`src/hw/rtl/rhc_pkg.sv`:
```
`timescale 1ns / 1ps
// ----------------------------------------------------------------------------
// rhc_pkg: shared types and constants of the RGB to HSV converter
// Channel, field and divider widths, sector codes, the item structs and one
// step of the restoring divider.
// ----------------------------------------------------------------------------
package rhc_pkg;

  localparam int HUE_FRAC_BITS = 6;
  localparam int SAT_FRAC_BITS = 12;

  localparam int CHAN_W = 8;
  localparam int HUE_W  = 15;
  localparam int SAT_W  = 13;

  // One 60 degree sector and the full circle in hue units
  localparam int SECTOR_UNITS = 60 << HUE_FRAC_BITS;
  localparam int CIRCLE_UNITS = 360 << HUE_FRAC_BITS;
  localparam int SECT_W       = $clog2(SECTOR_UNITS + 1);
  localparam int CIRC_W       = $clog2(CIRCLE_UNITS + 1);
  localparam int HUE_CALC_W   = (CIRC_W > HUE_W) ? CIRC_W : HUE_W;

  // Dividend widths; both dividers share one pipeline of DIV_W steps
  localparam int HUE_DVD_W = CHAN_W + SECT_W;
  localparam int SAT_DVD_W = CHAN_W + SAT_FRAC_BITS;
  localparam int DIV_W     = (HUE_DVD_W > SAT_DVD_W) ? HUE_DVD_W : SAT_DVD_W;

  localparam int QUEUE_DEPTH = 2;
  localparam int QPTR_W      = $clog2(QUEUE_DEPTH);
  localparam int QCNT_W      = $clog2(QUEUE_DEPTH + 1);

  // Sector of the largest channel
  localparam logic [1:0] SEC_RED   = 2'd0;
  localparam logic [1:0] SEC_GREEN = 2'd1;
  localparam logic [1:0] SEC_BLUE  = 2'd2;

  typedef logic [CHAN_W-1:0]     chan_t;
  typedef logic [DIV_W-1:0]      dvd_t;
  typedef logic [HUE_DVD_W-1:0]  hue_dvd_t;
  typedef logic [HUE_CALC_W-1:0] hue_calc_t;

  typedef struct packed {
    logic [CHAN_W-1:0] red;
    logic [CHAN_W-1:0] green;
    logic [CHAN_W-1:0] blue;
  } pix_in_t;

  typedef struct packed {
    logic [HUE_W-1:0]  hue_angle;
    logic [SAT_W-1:0]  saturation;
    logic [CHAN_W-1:0] brightness;
  } hsv_out_t;

  // Classification that travels alongside the division
  typedef struct packed {
    logic [1:0]        sector;
    logic              neg;
    logic              gray;
    logic              black;
    logic [CHAN_W-1:0] delta;
    logic [CHAN_W-1:0] brightness;
  } side_t;

  typedef struct packed {
    side_t             side;
    logic [DIV_W-1:0]  hue_dvd;
    logic [DIV_W-1:0]  sat_dvd;
  } q_item_t;

  // Restoring divider state: partial remainder and dividend/quotient shifter
  typedef struct packed {
    logic [CHAN_W-1:0] rem;
    logic [DIV_W-1:0]  quo;
  } div_st_t;

  function automatic div_st_t div_step(input div_st_t cur, input logic [CHAN_W-1:0] dvs);
    logic [CHAN_W:0] shifted;
    logic [CHAN_W:0] diff;
    div_st_t         nxt;
    shifted = {cur.rem, cur.quo[DIV_W-1]};
    diff    = shifted - {1'b0, dvs};
    if (!diff[CHAN_W]) begin
      nxt.rem = diff[CHAN_W-1:0];
      nxt.quo = {cur.quo[DIV_W-2:0], 1'b1};
    end else begin
      nxt.rem = shifted[CHAN_W-1:0];
      nxt.quo = {cur.quo[DIV_W-2:0], 1'b0};
    end
    return nxt;
  endfunction

endpackage

```
`src/hw/rtl/rhc_front.sv`:
```
`timescale 1ns / 1ps
// ----------------------------------------------------------------------------
// rhc_front: input stage of the RGB to HSV converter
// Accepts pixels, finds max, min and sector, and forms both dividends.
// ----------------------------------------------------------------------------
module rhc_front (
  input  logic             clk,
  input  logic             rst_n,
  input  logic             in_valid,
  output logic             in_stall,
  input  rhc_pkg::pix_in_t in_data,
  input  logic             q_full,
  output logic             push,
  output rhc_pkg::q_item_t push_item
);

  logic             vld_r;
  logic             vld_nxt;
  rhc_pkg::q_item_t item_r;
  rhc_pkg::q_item_t item_nxt;
  logic             take;

  rhc_pkg::chan_t   mx;
  rhc_pkg::chan_t   mn;
  logic [1:0]       sector;
  rhc_pkg::chan_t   num_a;
  rhc_pkg::chan_t   num_b;
  logic [rhc_pkg::CHAN_W:0] num_diff;
  rhc_pkg::chan_t   num_abs;
  rhc_pkg::chan_t   delta;

  assign push     = vld_r && !q_full;
  assign in_stall = vld_r && q_full;
  assign take     = in_valid && !in_stall;

  always_comb begin
    mx = in_data.red;
    mn = in_data.red;
    if (in_data.green > mx) mx = in_data.green;
    if (in_data.blue > mx) mx = in_data.blue;
    if (in_data.green < mn) mn = in_data.green;
    if (in_data.blue < mn) mn = in_data.blue;
    delta = mx - mn;

    // Ties go to red, then green
    if (in_data.red >= in_data.green && in_data.red >= in_data.blue) begin
      sector = rhc_pkg::SEC_RED;
      num_a  = in_data.green;
      num_b  = in_data.blue;
    end else if (in_data.green >= in_data.blue) begin
      sector = rhc_pkg::SEC_GREEN;
      num_a  = in_data.blue;
      num_b  = in_data.red;
    end else begin
      sector = rhc_pkg::SEC_BLUE;
      num_a  = in_data.red;
      num_b  = in_data.green;
    end

    num_diff = {1'b0, num_a} - {1'b0, num_b};
    num_abs  = num_diff[rhc_pkg::CHAN_W] ? (num_b - num_a) : num_diff[rhc_pkg::CHAN_W-1:0];

    item_nxt.side.sector     = sector;
    item_nxt.side.neg        = num_diff[rhc_pkg::CHAN_W];
    item_nxt.side.gray       = (delta == '0);
    item_nxt.side.black      = (mx == '0);
    item_nxt.side.delta      = delta;
    item_nxt.side.brightness = mx;
    item_nxt.hue_dvd = rhc_pkg::dvd_t'(rhc_pkg::hue_dvd_t'(rhc_pkg::SECTOR_UNITS)
                                       * rhc_pkg::hue_dvd_t'(num_abs));
    item_nxt.sat_dvd = rhc_pkg::dvd_t'(delta) << rhc_pkg::SAT_FRAC_BITS;
  end

  always_comb begin
    vld_nxt = vld_r;
    if (take) begin
      vld_nxt = 1'b1;
    end else if (push) begin
      vld_nxt = 1'b0;
    end
  end

  always_ff @(posedge clk) begin
    if (!rst_n) begin
      vld_r <= 1'b0;
    end else begin
      vld_r <= vld_nxt;
    end
  end

  always_ff @(posedge clk) begin
    if (take) begin
      item_r <= item_nxt;
    end
  end

  assign push_item = item_r;

endmodule

```
`src/hw/rtl/rhc_queue.sv`:
```
`timescale 1ns / 1ps
// ----------------------------------------------------------------------------
// rhc_queue: short queue between front and back
// Register FIFO; pointers wrap on their own as the depth is a power of two.
// ----------------------------------------------------------------------------
module rhc_queue (
  input  logic             clk,
  input  logic             rst_n,
  input  logic             push,
  input  rhc_pkg::q_item_t push_item,
  input  logic             pop,
  output logic             full,
  output logic             empty,
  output rhc_pkg::q_item_t head
);

  rhc_pkg::q_item_t            entry_r [rhc_pkg::QUEUE_DEPTH];
  logic [rhc_pkg::QPTR_W-1:0]  wr_ptr_r;
  logic [rhc_pkg::QPTR_W-1:0]  wr_ptr_nxt;
  logic [rhc_pkg::QPTR_W-1:0]  rd_ptr_r;
  logic [rhc_pkg::QPTR_W-1:0]  rd_ptr_nxt;
  logic [rhc_pkg::QCNT_W-1:0]  cnt_r;
  logic [rhc_pkg::QCNT_W-1:0]  cnt_nxt;

  assign full  = (cnt_r == rhc_pkg::QCNT_W'(rhc_pkg::QUEUE_DEPTH));
  assign empty = (cnt_r == '0);
  assign head  = entry_r[rd_ptr_r];

  always_comb begin
    wr_ptr_nxt = push ? wr_ptr_r + 1'b1 : wr_ptr_r;
    rd_ptr_nxt = pop ? rd_ptr_r + 1'b1 : rd_ptr_r;
    cnt_nxt    = cnt_r;
    if (push && !pop) begin
      cnt_nxt = cnt_r + 1'b1;
    end else if (pop && !push) begin
      cnt_nxt = cnt_r - 1'b1;
    end
  end

  always_ff @(posedge clk) begin
    if (!rst_n) begin
      wr_ptr_r <= '0;
      rd_ptr_r <= '0;
      cnt_r    <= '0;
    end else begin
      wr_ptr_r <= wr_ptr_nxt;
      rd_ptr_r <= rd_ptr_nxt;
      cnt_r    <= cnt_nxt;
    end
  end

  always_ff @(posedge clk) begin
    if (push) begin
      entry_r[wr_ptr_r] <= push_item;
    end
  end

endmodule

```
`src/hw/rtl/rhc_back.sv`:
```
`timescale 1ns / 1ps
// ----------------------------------------------------------------------------
// rhc_back: division pipeline and output register
// Two restoring dividers, one quotient bit per stage, then hue assembly.
// ----------------------------------------------------------------------------
module rhc_back (
  input  logic             clk,
  input  logic             rst_n,
  input  logic             q_empty,
  input  rhc_pkg::q_item_t head,
  output logic             pop,
  output logic             out_valid,
  input  logic             out_stall,
  output rhc_pkg::hsv_out_t out_data
);

  localparam int NSTG = rhc_pkg::DIV_W;
  localparam int LAST = NSTG - 1;

  logic              adv;
  logic              vld_r   [NSTG];
  logic              vld_nxt [NSTG];
  rhc_pkg::div_st_t  hdiv_r  [NSTG];
  rhc_pkg::div_st_t  hdiv_nxt[NSTG];
  rhc_pkg::div_st_t  sdiv_r  [NSTG];
  rhc_pkg::div_st_t  sdiv_nxt[NSTG];
  rhc_pkg::side_t    side_r  [NSTG];
  rhc_pkg::side_t    side_nxt[NSTG];

  logic              out_vld_r;
  rhc_pkg::hsv_out_t out_data_r;
  rhc_pkg::hsv_out_t out_data_nxt;

  rhc_pkg::div_st_t  hdiv_in;
  rhc_pkg::div_st_t  sdiv_in;
  rhc_pkg::hue_calc_t q_h;
  rhc_pkg::hue_calc_t hue_base;
  rhc_pkg::hue_calc_t hue_full;
  logic              rem_nz;

  // Whole pipeline moves together; it freezes only while a result waits
  assign adv = !out_vld_r || !out_stall;
  assign pop = adv && !q_empty;

  assign hdiv_in.rem = '0;
  assign hdiv_in.quo = head.hue_dvd;
  assign sdiv_in.rem = '0;
  assign sdiv_in.quo = head.sat_dvd;

  for (genvar s = 0; s < NSTG; s++) begin : g_stage
    if (s == 0) begin : g_first
      always_comb begin
        vld_nxt[s]  = pop;
        side_nxt[s] = head.side;
        hdiv_nxt[s] = rhc_pkg::div_step(hdiv_in, head.side.delta);
        sdiv_nxt[s] = rhc_pkg::div_step(sdiv_in, head.side.brightness);
      end
    end else begin : g_rest
      always_comb begin
        vld_nxt[s]  = vld_r[s-1];
        side_nxt[s] = side_r[s-1];
        hdiv_nxt[s] = rhc_pkg::div_step(hdiv_r[s-1], side_r[s-1].delta);
        sdiv_nxt[s] = rhc_pkg::div_step(sdiv_r[s-1], side_r[s-1].brightness);
      end
    end

    always_ff @(posedge clk) begin
      if (!rst_n) begin
        vld_r[s] <= 1'b0;
      end else if (adv) begin
        vld_r[s] <= vld_nxt[s];
      end
    end

    always_ff @(posedge clk) begin
      if (adv) begin
        side_r[s] <= side_nxt[s];
        hdiv_r[s] <= hdiv_nxt[s];
        sdiv_r[s] <= sdiv_nxt[s];
      end
    end
  end

  // Hue: base plus or minus the sector fraction, truncated toward zero
  always_comb begin
    q_h    = hdiv_r[LAST].quo[rhc_pkg::HUE_CALC_W-1:0];
    rem_nz = (hdiv_r[LAST].rem != '0);
    case (side_r[LAST].sector)
      rhc_pkg::SEC_GREEN: hue_base = rhc_pkg::hue_calc_t'(2 * rhc_pkg::SECTOR_UNITS);
      rhc_pkg::SEC_BLUE:  hue_base = rhc_pkg::hue_calc_t'(4 * rhc_pkg::SECTOR_UNITS);
      default:            hue_base = '0;
    endcase

    if (side_r[LAST].gray) begin
      hue_full = '0;
    end else if (!side_r[LAST].neg) begin
      hue_full = hue_base + q_h;
    end else if (side_r[LAST].sector == rhc_pkg::SEC_RED) begin
      // Negative red hue wraps round the circle unless it truncated to zero
      hue_full = (q_h == '0) ? '0
               : rhc_pkg::hue_calc_t'(rhc_pkg::CIRCLE_UNITS) - q_h;
    end else begin
      hue_full = hue_base - q_h - rhc_pkg::hue_calc_t'(rem_nz);
    end

    out_data_nxt.hue_angle  = hue_full[rhc_pkg::HUE_W-1:0];
    out_data_nxt.saturation = side_r[LAST].black ? '0
                            : sdiv_r[LAST].quo[rhc_pkg::SAT_W-1:0];
    out_data_nxt.brightness = side_r[LAST].brightness;
  end

  always_ff @(posedge clk) begin
    if (!rst_n) begin
      out_vld_r <= 1'b0;
    end else if (adv) begin
      out_vld_r <= vld_r[LAST];
    end
  end

  always_ff @(posedge clk) begin
    if (adv) begin
      out_data_r <= out_data_nxt;
    end
  end

  assign out_valid = out_vld_r;
  assign out_data  = out_data_r;

endmodule

```
`src/hw/rtl/rgb_to_hsv_converter.sv`:
```
`timescale 1ns / 1ps
// ----------------------------------------------------------------------------
// rgb_to_hsv_converter: 8-bit RGB pixel to fixed-point HSV
// Front stage, two-entry queue and a pipelined division back end.
// ----------------------------------------------------------------------------
// Usage:
//   Input channel in_valid / in_stall / in_data carries one RGB pixel per item.
//   Output channel out_valid / out_stall / out_data carries one HSV item for
//   each pixel, in order: hue in 1/64 degree, saturation with 4096 as 1.0,
//   brightness as the largest channel.
//   Throughput: one item per clock, sustained, with no gap between items, while out_stall stays low.
//   Path: the front register loads at the edge that accepts a pixel, then
//   one queue slot, DIV_W divider stages (one quotient bit each for hue and
//   saturation) and the output register follow, and out_valid then rises.
//   The divider depth is set by the dividend width.
//   Stalls: the divider pipeline and output register hold while out_stall is
//   high with a result showing; the front keeps accepting until the queue
//   and front register fill, then raises in_stall.
//   Reset (rst_n low, synchronous) empties every stage and the queue; no
//   clearing pass is needed and items are taken in the next cycle.
//   There is no configuration and no state carried from one pixel to the next.
// ----------------------------------------------------------------------------
module rgb_to_hsv_converter (
  input  logic              clk,
  input  logic              rst_n,
  input  logic              in_valid,
  output logic              in_stall,
  input  rhc_pkg::pix_in_t  in_data,
  output logic              out_valid,
  input  logic              out_stall,
  output rhc_pkg::hsv_out_t out_data
);

  // Front to queue
  logic             push;
  rhc_pkg::q_item_t push_item;
  logic             q_full;
  // Queue to back
  logic             pop;
  logic             q_empty;
  rhc_pkg::q_item_t head;

  // Classify the pixel and form the dividends
  rhc_front u_front (
    .clk       (clk),
    .rst_n     (rst_n),
    .in_valid  (in_valid),
    .in_stall  (in_stall),
    .in_data   (in_data),
    .q_full    (q_full),
    .push      (push),
    .push_item (push_item)
  );

  // Decouple the front from stalls at the output
  rhc_queue u_queue (
    .clk       (clk),
    .rst_n     (rst_n),
    .push      (push),
    .push_item (push_item),
    .pop       (pop),
    .full      (q_full),
    .empty     (q_empty),
    .head      (head)
  );

  // Divide, assemble hue and hold the result for the receiver
  rhc_back u_back (
    .clk       (clk),
    .rst_n     (rst_n),
    .q_empty   (q_empty),
    .head      (head),
    .pop       (pop),
    .out_valid (out_valid),
    .out_stall (out_stall),
    .out_data  (out_data)
  );

endmodule

```
`config.mk`:
```
export PLATFORM = sky130hd
export DESIGN_NAME = rgb_to_hsv_converter
export DESIGN_NICKNAME = d
export VERILOG_FILES = /design/src/hw/rtl/rhc_pkg.sv /design/src/hw/rtl/rhc_front.sv /design/src/hw/rtl/rhc_queue.sv /design/src/hw/rtl/rhc_back.sv /design/src/hw/rtl/rgb_to_hsv_converter.sv
export SDC_FILE = /design/constraint.sdc
export NUM_CORES = 2
export LEC_CHECK = 0
export BUFFER_PORTS_ARGS = -buffer_cell sky130_fd_sc_hd__buf_2
export CAP_MARGIN = 20
export CORE_ASPECT_RATIO = 1.4
export CORE_MARGIN = 1
export CORE_UTILIZATION = 40
export CTS_CLUSTER_SIZE = 28
export DETAILED_ROUTE_END_ITERATION = 12
export PLACE_DENSITY = 0.52
export SYNTH_ARGS = -nofsm -noshare
export SYNTH_HDL_FRONTEND = slang
export SYNTH_HIERARCHICAL = 1
export SYNTH_SLANG_ARGS = --single-unit
```
`constraint.sdc`:
```
create_clock -name clk -period 130.3 [get_ports clk]
set_input_delay 13.03 -clock clk [delete_from_list [all_inputs] [get_ports clk]]
set_output_delay 13.03 -clock clk [all_outputs]
set_load 0.01 [all_outputs]
```
==> metrics.md <==
| Metric | Value |
|---|---|
| Outcome | `completed` |
| Post-DP HPWL | `73920 um` |
| Clock Pin Slew Worst Setup and Hold Paths | `0.06 ns` |
| Port bufs | `65` |
| Top-count cell post-synth | `edfxtp_1` |
| Total GRT Usage | `around 13%` |
| Routed WL | `approximately 110000 um` |
| Mapped Area | `68690 sq um` |
| DR WL/cell | `around 15 um` |
| Die area | `173400 sq um` |
| Area growth, synth to finish | `12.42%` |
| CP Max Fanout | `18` |
| Io pins | `66` |
| Vias in the first global route | `35800` |
| Effective utilization at floorplan | `40.36%` |
| Share of cells above drive strength 1 | `15.40%` |
| P_leak | `approximately 30 nW` |
| Worst-skew pair later-pin latency | `slightly below 0.8 ns` |
| Routed Antenna Nets | `0` |
| CP peak stage delay | `about 0.55 ns` |
| Pwr Density | `29.57 nW/um^2` |
| CTS Buf Count | `154` |
| Post-synth EDFFs | `between 1500 and 2000` |
| Fin util | `45.37%` |
| Postcts setup bufs | `0` |
| Final worst-path cycle share | `15.10%` |
| Asr flop ratio synth | `0%` |
| Max Cap Viol | `0` |
| Drt initial violations | `1332` |
| Chip width | `352.2 um` |
| # clock sinks | `between 1500 and 2000` |
| Worst-Margin Slew | `roughly 1.1 ns` |
| DIE HEIGHT | `492.3 um` |
| Initial antenna violation count | `1` |
| Critical Path AT | `about 20 ns` |
| Hold crit path type | `flip-flop to flip-flop` |
| Cell mode on critical path | `a21oi_1` |
| Top FF cell, synth | `edfxtp_1` |
| Met3 routed WL | `approximately 2900 um` |
| Design area | `77230 sq um` |
| Routed met1 length | `about 37000 um` |
| Yosys warning count | `6` |
| Hold Buf Count CTS | `0` |
| Top cells by area in the synthesized netlist | `edfxtp_1 67%, ha_1 7.6%, mux2_2 5.1%, xnor2_1 3.2%, inv_1 2.4%` |
| Vias per cell | `4.796` |
| Routed wl met2 | `63270 um` |
| Req. time, crit path | `130.82 ns` |
| TritonCTS clock tree | `done` |
| Total Power | `~0.0023 W` |
| Final GP Congestion | `0.8198` |
| H-tree Lvls | `4` |
| Post-synth top cells | `1525 x edfxtp_1, 444 x inv_1, 417 x ha_1` |
| Kind of critical path | `input pin to flip-flop` |
| Total gr overflow | `0` |
| Core area | `170200 sq um` |
| Post-synthesis sequential area ratio | `66.90%` |
| Hold Vio Cnt, Final | `0` |
| Max frequency | `between 50 and 60 MHz` |
| Average footprint of a synthesized cell | `15.49 sq um` |
| Final setup viols | `0` |
| Min Tclk post-route | `between 15 and 20 ns` |
| RSZ-0062 raised after global routing | `no` |
| Slew headroom | `about 30%` |
| Root Driver | `clkbuf_16` |
| CTS resizes | `0` |
| Crit-path slowest cell | `fa_1` |
| Fill cells | `15010` |
| #FFs+latches synth | `1533` |
| Top-area cell type share of the netlist area | `66.66%` |
| Distinct cells, synth | `80` |
| Drt drc | `0` |
| Final Skew | `about 0.036 ns` |
| CP startpoint kind | `input pin` |
| Largest net degree at the start of global routing | `159` |
| Final #Nets | `between 5000 and 6000` |
| Final Max Slew Viols | `0` |
| Top layer reached by signal wires | `met4` |
| Placed cell areas | `71830 sq um` |
| Worst setup EP type | `flip-flop` |
| Worst-case clock buffer depth | `3` |
| Final TNS setup | `0 ns` |
| Via count | `33780` |
| Post-synthesis cell count | `4434` |
| Peak VDD IR | `0.02167 mV` |
| Std cell rows | `179` |
| Post-synth top area cell | `edfxtp_1` |
| First-pass GRT wire length | `176200 um` |
| Drt first pass iters | `5` |
metrics by stage:
step / setup slack [ns] / instances / hold slack, ns
floorplan: 77.66 / 4458 / 0.4003
global placement: 109.86 / 6757 / 0.4002
detailed placement: 109.86 / 6758 / 0.4045
CTS: 110.70 / 7041 / 0.3969
global route: 110.19 / 7043 / 0.4091
finish: 110.62 / 7043 / 0.3949
cell type report:
| class | instances | area (sq um) | share of cell area [%] |
|---|---|---|---|
| Inverter | 447 | 1683 | 2.179 |
| Antenna cell | 1 | 2.502 | 0.003240 |
| Sequential cell | 1533 | 45960 | 59.51 |
| Tap cell | 2262 | 2830 | 3.665 |
| Clock buffer | 184 | 4071 | 5.272 |
| Multi-Input combinational cell | 2425 | 20830 | 26.98 |
| Timing Repair Buffer | 92 | 560.5 | 0.7258 |
| Clock inverter | 99 | 1290 | 1.670 |
flip-flops by register name (all words and copies together) (netlist names), 2 cells and up, named ones only:
register / count
u_back/hdiv_r: 470
u_back/out_data: 36
u_back/sdiv_r: 433
u_back/side_r: 412
u_back/vld_r: 20
u_front/push_item: 33
u_queue/cnt_r: 2
u_queue/entry_r: 122
path summary, 6_finish.rpt:
path	from	to	slack, ns	cells after the start
worst max-delay path	in_data[8]	u_front/push_item[39]$_DFFE_PP_	110.62	30
worst max register to register	u_back/out_valid$_SDFFE_PN0N_	u_back/side_r[2][66]$_DFFE_PN_	123.41	9
worst min register to register	u_back/hdiv_r[4][62]$_DFFE_PN_	u_back/hdiv_r[4][91]$_DFFE_PN_	0.39	0
worst min-delay path	u_back/hdiv_r[4][62]$_DFFE_PN_	u_back/hdiv_r[4][91]$_DFFE_PN_	0.39	0
report_power, final:
group          switching [W]  leakage, nW  total [W]  internal, W
Combinational       0.000457         11.7   0.000928     0.000471
Sequential         0.0000756         16.1   0.000892     0.000816
Clock               0.000185         2.59   0.000463     0.000278
critical path: cells and delay by family:
kind                       cells  cell delay [ns]
AOI/OAI and AO/OA             14             2.90
adders and majority gates      5             2.04
buffers and inverters          5             0.88
muxes                          2             0.66
xor gates and xnor gates       2             0.48
and+or+nand+nor                2             0.21
cells by family after synthesis:
family	synth area share, %
AOI/OAI and AO/OA	5.129
xor gates and xnor gates	4.337
muxes	6.703
DFF	66.90
and+or+nand+nor	4.900
adders and majority gates	9.082
other	0.01093
buffers and inverters	2.942
layer usage:
layer | vias to the layer above | global-route usage, %
met5 | - | 0
met4 | 0 | 6.199
met3 | 228 | 2.043
met2 | 353 | 25.76
met1 | 16500 | 11.69
li1 | 16700 | -
cell usage in the layout (no fill, tap or decap), drive strengths merged, types with 14 or more instances in the layout:
cell,count
xnor2,291
nand3,14
and3,19
ha,417
nor3,64
nor2b,178
clkbuf,184
nand2,42
o21bai,26
edfxtp,1525
inv,452
mux2,312
bufinv,27
a21oi,134
nand2b,14
fa,51
a21o,16
xor2,14
clkinv,60
o41ai,77
buf,92
o21ai,196
mux2i,109
nor2,321
conb,26
(Power assumes the default switching activity.)
